File: src/sv/pfam_ram.sv
// Generic single-port-write, single-port-read RAM with registered read data.
`default_nettype none
module pfam_ram #(
  parameter int WIDTH = 8,
  parameter int DEPTH = 16
) (
  input  wire logic                                  clk,
  input  wire logic                                  we,
  input  wire logic [(DEPTH > 1 ? $clog2(DEPTH) : 1)-1:0] waddr,
  input  wire logic [WIDTH-1:0]                      wdata,
  input  wire logic                                  re,
  input  wire logic [(DEPTH > 1 ? $clog2(DEPTH) : 1)-1:0] raddr,
  output logic      [WIDTH-1:0]                      rdata
);

  logic [WIDTH-1:0] mem [DEPTH];

  always_ff @(posedge clk) begin
    if (we) begin
      mem[waddr] <= wdata;
    end
    if (re) begin
      rdata <= mem[raddr];
    end
  end

endmodule
`default_nettype wire

File: config.mk
export PLATFORM = sky130hd
export DESIGN_NAME = pfam_ram
export DESIGN_NICKNAME = d
export VERILOG_FILES = /design/src/sv/pfam_ram.sv
export SDC_FILE = /design/constraint.sdc
export NUM_CORES = 1
export LEC_CHECK = 0
export BUFFER_PORTS_ARGS = -buffer_cell sky130_fd_sc_hd__buf_2
export CORE_ASPECT_RATIO = 1.2
export CORE_MARGIN = 2
export CORE_UTILIZATION = 50
export CTS_CLUSTER_DIAMETER = 200
export DETAILED_ROUTE_END_ITERATION = 16
export HOLD_SLACK_MARGIN = 0.08
export PLACE_DENSITY_LB_ADDON = 0.3
export REMOVE_ABC_BUFFERS = 1
export SYNTH_ARGS = -nofsm -noshare
export SYNTH_HDL_FRONTEND = slang
export SYNTH_SLANG_ARGS = --single-unit
File: constraint.sdc
create_clock -name clk -period 4.8 [get_ports clk]
set_clock_uncertainty 0.1 [all_clocks]
set_input_delay 0.48 -clock clk [delete_from_list [all_inputs] [get_ports clk]]
set_output_delay 0.48 -clock clk [all_outputs]
set_load 0.03 [all_outputs]
==> impl_metrics.toml, run 1 <==
[detailed_routing]
vias_per_cell = 5.920
ant_nets = 0
wl_per_cell_um = 23.57
drt-pass1-iter-count = 4
drc = 0
wirelength_um = 9451
detail_route.iter0.violations = 261
vias = 2374

[cts]
htree_num_levels = 4
cts_tree = "yes"
clk_pin_slew_ns = 0.05
postCtsHoldBufs = 0
numCtsBuffers = 17
cts_setup_buffers = 0
post_cts_resized = 0
cts_buffer_depth = 2
cts_sinks = 136
clock-root-buffer = "clkbuf_16"
insertion_delay_ns = 0.41

[logic_synthesis]
synth.distinct_cells = 18
yosysSeqAreaShare = 0.7812
yosys_warnings = 0
ys_async_sr_fraction = 0
synth_seq_cells = 136
synth_most_common_cell = "edfxtp_1"
synth.avg_cell_area_um2 = 22.83
synth_common_cells = "edfxtp_1 (136), mux4_2 (18), a22oi_1 (16), mux4_1 (14), nor2_1 (13)"
synth_top_area_frac = 0.7812
synth_area_leaders = "edfxtp_1 (78%), mux4_2 (7.8%), mux4_1 (7.0%)"
ys.flop_type = "edfxtp_1"
synth_edf_count = 136
synth_cells = 229
yosys.area.top_type = "edfxtp_1"
syn_area_um2 = 5228

[worst_setup_path]
crit_path_end_kind = "flip-flop"
r2r-start = "mem[0][5]"
cp_max_fo = 32
crit_required_ns = 4.86
start_kind = "input port"
endpoint = "rdata[5]"
worstReg2RegEnd = "rdata[5]"
r2r_setup_slack_ns = 3.20
path_class = "input port to flip-flop"
crit_slowest_cell = "buf_2"
path_buf_inv = 1
cp.arrival_ns = 2.32
cp_cell_sequence = "buf_2 > mux4_1 > a22oi_1 > nand2_1"
cp_slowest_stage_delay_ns = 0.77
crit_start = "raddr[0]"
cpLargestDelayFamily = "buffers and inverters"
cp.depth = 4
r2r.worst_path.cells = 3

[floorplan]
io_pins = 27
dieArea_um2 = 11290
fp.dieW_um = 97.34
core_area_um2 = 10110
initial_core_util = 0.5171
fp.dieH_um = 116.0
rows = 40

[placement]
post_dp_cell_area_um2 = 5454
port_buffers = 26
place_congestion = 0.7256
dp_slack_ns = 2.055
place_hpwl_um = 6035

[global_routing]
use_met3 = 0.05790
antenna_found_initial = 0
grt.met2_usage = 0.3153
grt_pass1_vias = 2529
grt_start_max_net_pins = 33
use_met1 = 0.2240
grt.overflow.total = 0
grt_first_pass_wirelength_um = 14660
grt-busiest-layer = "met2"
grt_usage = 0.1861

[outcome]
status = "finished clean"

[timing]
rsz0062_at_grt = "false"
whs_ns = 0.3456
setup_viol = 0
worstMarginPinSlew_ns = 1.042
fin_ws_ns = 2.535
slew_viol_final = 0
fmax_mhz = 441.5
finalHoldViolCount = 0
tns_ns = 0
post-route-period-util = 0.4719
slew_headroom = 0.3050
finalCriticalPeriod_ns = 2.265

[power]
pwr_density_cell_nw_per_um2 = 439.8
p_leak_uw = 0.001977
irDropWorstVdd_v = 0.0002413

[run]
maxCapViolations = 0

[layout]
nets = 285
design_area_um2 = 5976
final_util = 0.5911
antenna_cells = 0
area_growth_pct = 14.31
drive_gt1_frac = 0.2545

[min_path]
min-delay-path-class = "input port to flip-flop"
min_path_cells = 1
==> stage by stage <==
stage	instances	power [µW]
finish	401	2628
floorplan	219	1433
global route	401	2710
CTS	401	2651
global placement	373	1492
detailed placement	373	1496
==> power breakdown <==
part	internal, µW	total [µW]	switching [µW]
sequential	1340	1350	7.53
combinational	46.5	124	77.1
clock	742	1160	415
total	2130	2630	500
==> layout by cell type (no fill, tap or decap) <==
cell         n
clkbuf_16   17
clkinv_2     2
edfxtp_1   136
and2_1       1
bufinv_16    2
buf_2       26
clkinv_1     3
nand3b_1     2
nor3_2       2
nor2_1      13
mux4_2      18
nor3_1       2
and2b_1      1
clkbuf_1     4
nand2b_1     2
mux4_1      14
or3b_2       1
nand2_1      9
nand3_1      1
buf_4        2
nor2b_1      1
a22oi_1     16
==> worst min path at each step <==
stage / start / slack (ns) / end
after global routing: re / 0.34 / rdata[0]
after global placement: mem[8][2] / 0.63 / rdata[2]
after detailed placement: mem[12][1] / 0.64 / rdata[1]
after CTS: wdata[6] / 0.34 / mem[2][6]
final: re / 0.35 / rdata[4]
after floorplan: wdata[0] / 0.48 / mem[0][0]
==> routing by layer <==
metal | wire length, µm | part of all wire
met3 | 577 | 0.061
met2 | 4881 | 0.52
met5 | 0 | 0
met4 | 167 | 0.018
met1 | 3826 | 0.40
==> layout make-up <==
class | count | area [µm²]
Tap cell | 126 | 157.7
Fill cell | 730 | 4134
Timing Repair Buffer | 28 | 145.1
Multi-Input combinational cell | 83 | 1067
Clock inverter | 7 | 81.33
Clock buffer | 21 | 440.4
Sequential cell | 136 | 4084
==> flip-flops by register name, indices dropped and copies added, names as in the netlist <==
| name | flops |
|---|---|
| mem | 128 |
| rdata | 8 |
==> kinds of logic (layout without fill, tap and decap cells) <==
group                  Yosys count  after routing  share of synthesized area
buffers and inverters           10             56                    0.01651
multiplexers                    32             32                     0.1479
AO/OA/AOI/OAI                   16             16                    0.02298
flip-flops                     136            136                     0.7812
AND/OR/NAND/NOR                 35             35                    0.03136
(Power assumes the default switching activity.)
==> run 2: changes to the inputs <==
==> constraint.sdc (replaced) <==
create_clock -name clk -period 2.3 [get_ports clk]
set_clock_uncertainty 0.1 [all_clocks]
set_input_delay 0.23 -clock clk [delete_from_list [all_inputs] [get_ports clk]]
set_output_delay 0.23 -clock clk [all_outputs]
set_load 0.03 [all_outputs]
==> run 2 against run 1 <==
Effect of this change: register-to-register slack got worse by 2.5 ns; worst setup slack worse by 1.8 ns; critical path depth down 1; clock-buffer cell count fell by 2; critical endpoint unchanged; combinational power grew 120%; first-iteration DRC count fell by 40%; global-route usage up 0.21 points.
==> impl_metrics.toml, run 2 (same netlist as run 1, synthesis figures left out) <==
[outcome]
status = "finished clean"

[layout]
layout_commonest_cell = "edfxtp_1"
final_util = 0.6082
drive_gt1_frac = 0.3098
top_register = "mem"
largest_reg_flops = 128
area_growth_pct = 17.62
nets = 303
largestRegisters = "mem (128), rdata (8)"
antenna_cells = 0
final_cell_mix = "edfxtp_1 (136), buf_2 (26), mux4_2 (18), buf_4 (18), clkbuf_16 (17)"

[cts]
clk_pin_slew_ns = 0.05
cts_sinks = 136
cts_buffer_depth = 2
cts_tree = "yes"
post_cts_resized = 0
clock-root-buffer = "clkbuf_16"
insertion_delay_ns = 0.41
numCtsBuffers = 17
postCtsHoldBufs = 0
cts_setup_buffers = 0
htree_num_levels = 4

[floorplan]
fp.dieH_um = 116.0
core_area_um2 = 10110
initial_core_util = 0.5171
dieArea_um2 = 11290
fp.dieW_um = 97.34
io_pins = 27
rows = 40

[global_routing]
antenna_found_initial = 0
grt_usage = 0.1881
grt.met2_usage = 0.3125
grt_start_max_net_pins = 33
use_met1 = 0.2331
use_met3 = 0.05428
grt-busiest-layer = "met2"
grt.overflow.total = 0
grt_first_pass_wirelength_um = 14750
grt_pass1_vias = 2497

[timing]
finalCriticalPeriod_ns = 1.601
post-route-period-util = 0.6962
rsz0062_at_grt = "false"
setup_viol = 0
worstMarginPinSlew_ns = 0.7001
tns_ns = 0
fmax_mhz = 624.5
finalHoldViolCount = 0
slew_headroom = 0.5315
slew_viol_final = 0

[worst_setup_path]
start_kind = "flip-flop"
crit_path_end_kind = "flip-flop"
cp_max_fo = 1
r2r_setup_slack_ns = 0.70
cp.arrival_ns = 1.66
crit_required_ns = 2.36
path_class = "flip-flop to flip-flop"

[detailed_routing]
vias = 2425
detail_route.iter0.violations = 156
vias_per_cell = 5.733
wirelength_um = 9439
ant_nets = 0
wl_per_cell_um = 22.31
drc = 0
drt-pass1-iter-count = 4

[min_path]
min-delay-path-class = "input port to flip-flop"

[power]
irDropWorstVdd_v = 0.0004407
p_leak_uw = 0.002100
pwr_density_cell_nw_per_um2 = 901.9

[run]
maxCapViolations = 0

[placement]
place_hpwl_um = 5869
port_buffers = 26
place_congestion = 0.7174
run 2: final timing paths:
check,from,to,cells past startpoint
worst max-delay path,mem[1][5],rdata[5],3
worst min-delay path,re,rdata[2],1
worst max register to register,mem[1][5],rdata[5],3
worst min register to register,mem[15][5],rdata[5],3
run 2: power by group:
group | internal (µW) | switching [µW] | total, µW | leakage, µW
Sequential | 2800 | 15.0 | 2810 | 0.00124
Clock | 1560 | 901 | 2460 | 0.000276
Combinational | 110 | 162 | 273 | 0.000588
run 2: per-stage QoR:
stage | power (µW) | worst slack (ns) | instances | cell area [µm²] | hold slack (ns)
after floorplan | 2991 | 0.4771 | 219 | 5141 | 0.2289
after global placement | 3130 | 0.3022 | 391 | 5604 | 0.5141
after detailed placement | 3136 | 0.3024 | 391 | 5604 | 0.5178
after CTS | 5594 | 0.6617 | 423 | 6148 | 0.08390
after global routing | 5714 | 0.6038 | 423 | 6148 | 0.08649
final | 5545 | 0.6987 | 423 | 6148 | 0.09130
run 2: critical path, stage by stage, from the launching register on:
cell	delay (ns)
edfxtp_1	0.36
mux4_1	0.50
a22oi_1	0.30
nand2_1	0.08
run 2: metal layers:
metal,up-vias,routed length (µm)
li1,1092,-
met1,1239,3812
met2,78,4860
met3,16,554
met4,0,212
met5,-,0
run 2: layout make-up:
class | instances | area [µm²]
tap | 126 | 157.7
multi-input combinational | 83 | 1057
sequential | 136 | 4084
clock inverter | 13 | 111.4
fill | 690 | 3961
timing repair buffer | 46 | 305.3
clock buffer | 19 | 432.9
==> run 3: changes to the inputs <==
==> constraint.sdc (replaced) <==
create_clock -name clk -period 1.4 [get_ports clk]
set_clock_uncertainty 0.1 [all_clocks]
set_input_delay 0.14 -clock clk [delete_from_list [all_inputs] [get_ports clk]]
set_output_delay 0.14 -clock clk [all_outputs]
set_load 0.03 [all_outputs]
==> run 3 against run 2 <==
Effect of this change: the flow now finishes with violations (setup timing); clock-buffer cell count grew 5; global-route usage grew 0.63 points; design area grew 2.7%; core utilization grew 1.6 points; die area is the same; non-clock buffer count grew 23; final cell count grew 5.2%; first-iteration DRC count grew 42%; critical path type unchanged; highest routed layer unchanged.
==> impl_metrics.toml, run 3 (same netlist as run 1, synthesis figures left out) <==
[worst_setup_path]
start_kind = "flip-flop"
crit_slowest_cell = "mux4_2"
endpoint = "rdata[6]"
crit_required_ns = 1.45
cp_max_fo = 1
path_class = "flip-flop to flip-flop"
worstReg2RegEnd = "rdata[6]"
path_buf_inv = 0
r2r-start = "mem[3][6]"
crit_path_end_kind = "flip-flop"
r2r_setup_slack_ns = -0.13
cp.depth = 3
cp.arrival_ns = 1.58
cp_cell_sequence = "mux4_2 > a22oi_2 > nand2_1"
cp_slowest_stage_delay_ns = 0.49
r2r.worst_path.cells = 3
cpLargestDelayFamily = "multiplexers"
crit_start = "mem[3][6]"

[cts]
cts_tree = "yes"
cts_setup_buffers = 0
insertion_delay_ns = 0.41
numCtsBuffers = 17
clk_pin_slew_ns = 0.05
clock-root-buffer = "clkbuf_16"
cts_sinks = 136
htree_num_levels = 4
cts_buffer_depth = 2

[placement]
dp_cells = 405
post_dp_cell_area_um2 = 5747
place_congestion = 0.7702
place_hpwl_um = 6355
port_buffers = 26

[layout]
layout.cells.non_filler = 445
drive_gt1_frac = 0.3730
design_area_um2 = 6314
top_register = "mem"
area_growth_pct = 20.78
final_util = 0.6245
final_cell_mix = "edfxtp_1 (136), mux4_2 (30), buf_4 (29), buf_2 (26), clkbuf_16 (17)"
largestRegisters = "mem (128), rdata (8)"
nets = 326
antenna_cells = 0
largest_reg_flops = 128
layout_commonest_cell = "edfxtp_1"

[floorplan]
fp.dieH_um = 116.0
fp.dieW_um = 97.34
initial_core_util = 0.5171
rows = 40
io_pins = 27
dieArea_um2 = 11290
core_area_um2 = 10110

[timing]
setup_viol = 8
finalHoldViolCount = 0
fmax_mhz = 653.6
post-route-period-util = 1.093
fin_ws_ns = -0.1299
slew_headroom = 0.4051
tns_ns = -0.7062
worstMarginPinSlew_ns = 0.8905
finalCriticalPeriod_ns = 1.530
slew_viol_final = 0
rsz0062_at_grt = "true"

[detailed_routing]
detail_route.iter0.violations = 222
wirelength_um = 9906
wl_per_cell_um = 22.26
vias_per_cell = 5.665
ant_nets = 0
drc = 0
drt-pass1-iter-count = 4
vias = 2521

[outcome]
status = "complete, but fails checks"
violations = "setup timing"

[global_routing]
grt_start_max_net_pins = 18
grt_pass1_vias = 2618
grt_usage = 0.1945
grt.overflow.total = 0
grt_first_pass_wirelength_um = 15350
antenna_found_initial = 0

[power]
p_leak_uw = 0.002132
power.total_uw = 8761
irDropWorstVdd_v = 0.0007853
pwr_density_cell_nw_per_um2 = 1388

[min_path]
min-delay-path-class = "input port to flip-flop"

[run]
maxCapViolations = 0
-- run 3: cell count changes in the layout (fill, tap and decap cells not counted) --
cell / previous run / this run
clkinv_1: 3 / 4
clkbuf_1: 2 / 7
dlygate4sd3_1: 0 / 9
a22oi_2: 0 / 8
mux4_2: 18 / 30
mux4_1: 14 / 2
clkinv_2: 8 / 3
a22oi_1: 16 / 8
buf_12: 2 / 5
buf_4: 18 / 29
bufinv_16: 2 / 0
-- run 3: cell type report --
type	instances	area [µm²]
sequential	136	4084
fill	696	3796
tap	126	157.7
timing repair buffer	69	538.0
clock buffer	24	451.7
clock inverter	7	30.03
multi-input combinational	83	1052
-- run 3: what timing repair did --
item                                    in CTS  in global routing
hold endpoints to repair                   136                  0
pin swaps                                   11                  1
endpoints found under the setup margin       8                  8
hold buffers                                 9                  0
resized for setup                           18                  2
-- run 3: worst min-delay path by stage --
stage / from / slack [ns] / cells after the start / to
2_1_floorplan: wdata[0] / 0.14 / 0 / mem[0][0]
3_3_place_gp: re / 0.43 / 1 / rdata[3]
3_5_place_dp: re / 0.44 / 1 / rdata[3]
4_1_cts: waddr[0] / 0.17 / 3 / mem[8][1]
5_1_grt: waddr[0] / 0.20 / 3 / mem[8][1]
6_report: waddr[0] / 0.19 / 3 / mem[4][3]
-- run 3: where the power goes --
group,internal [µW],switching (µW),total (µW)
Combinational,244,295,539
Sequential,4590,24.4,4620
Clock,2210,1390,3600
-- run 3: metrics by stage --
step                hold WS [ns]  setup slack (ns)
floorplan                 0.1389           -0.3329
global placement          0.4255           -0.5280
detailed placement        0.4386           -0.5454
CTS                       0.1735           -0.1352
global route              0.2001           -0.1569
finish                    0.1907           -0.1299
-- run 3: routing by layer --
metal | vias to the layer above | track usage | share of wire
met3 | 8 | 0.05609 | 0.064
met4 | 0 | 0.08056 | 0.012
met1 | 1295 | 0.2464 | 0.40
li1 | 1126 | - | -
met5 | - | 0 | 0
met2 | 92 | 0.3222 | 0.52
-- run 3: worst reg2reg max path, cell delays in order (launching register included) --
cell and delay, ns:
edfxtp_1 0.36, mux4_2 0.49, a22oi_2 0.23, nand2_1 0.09
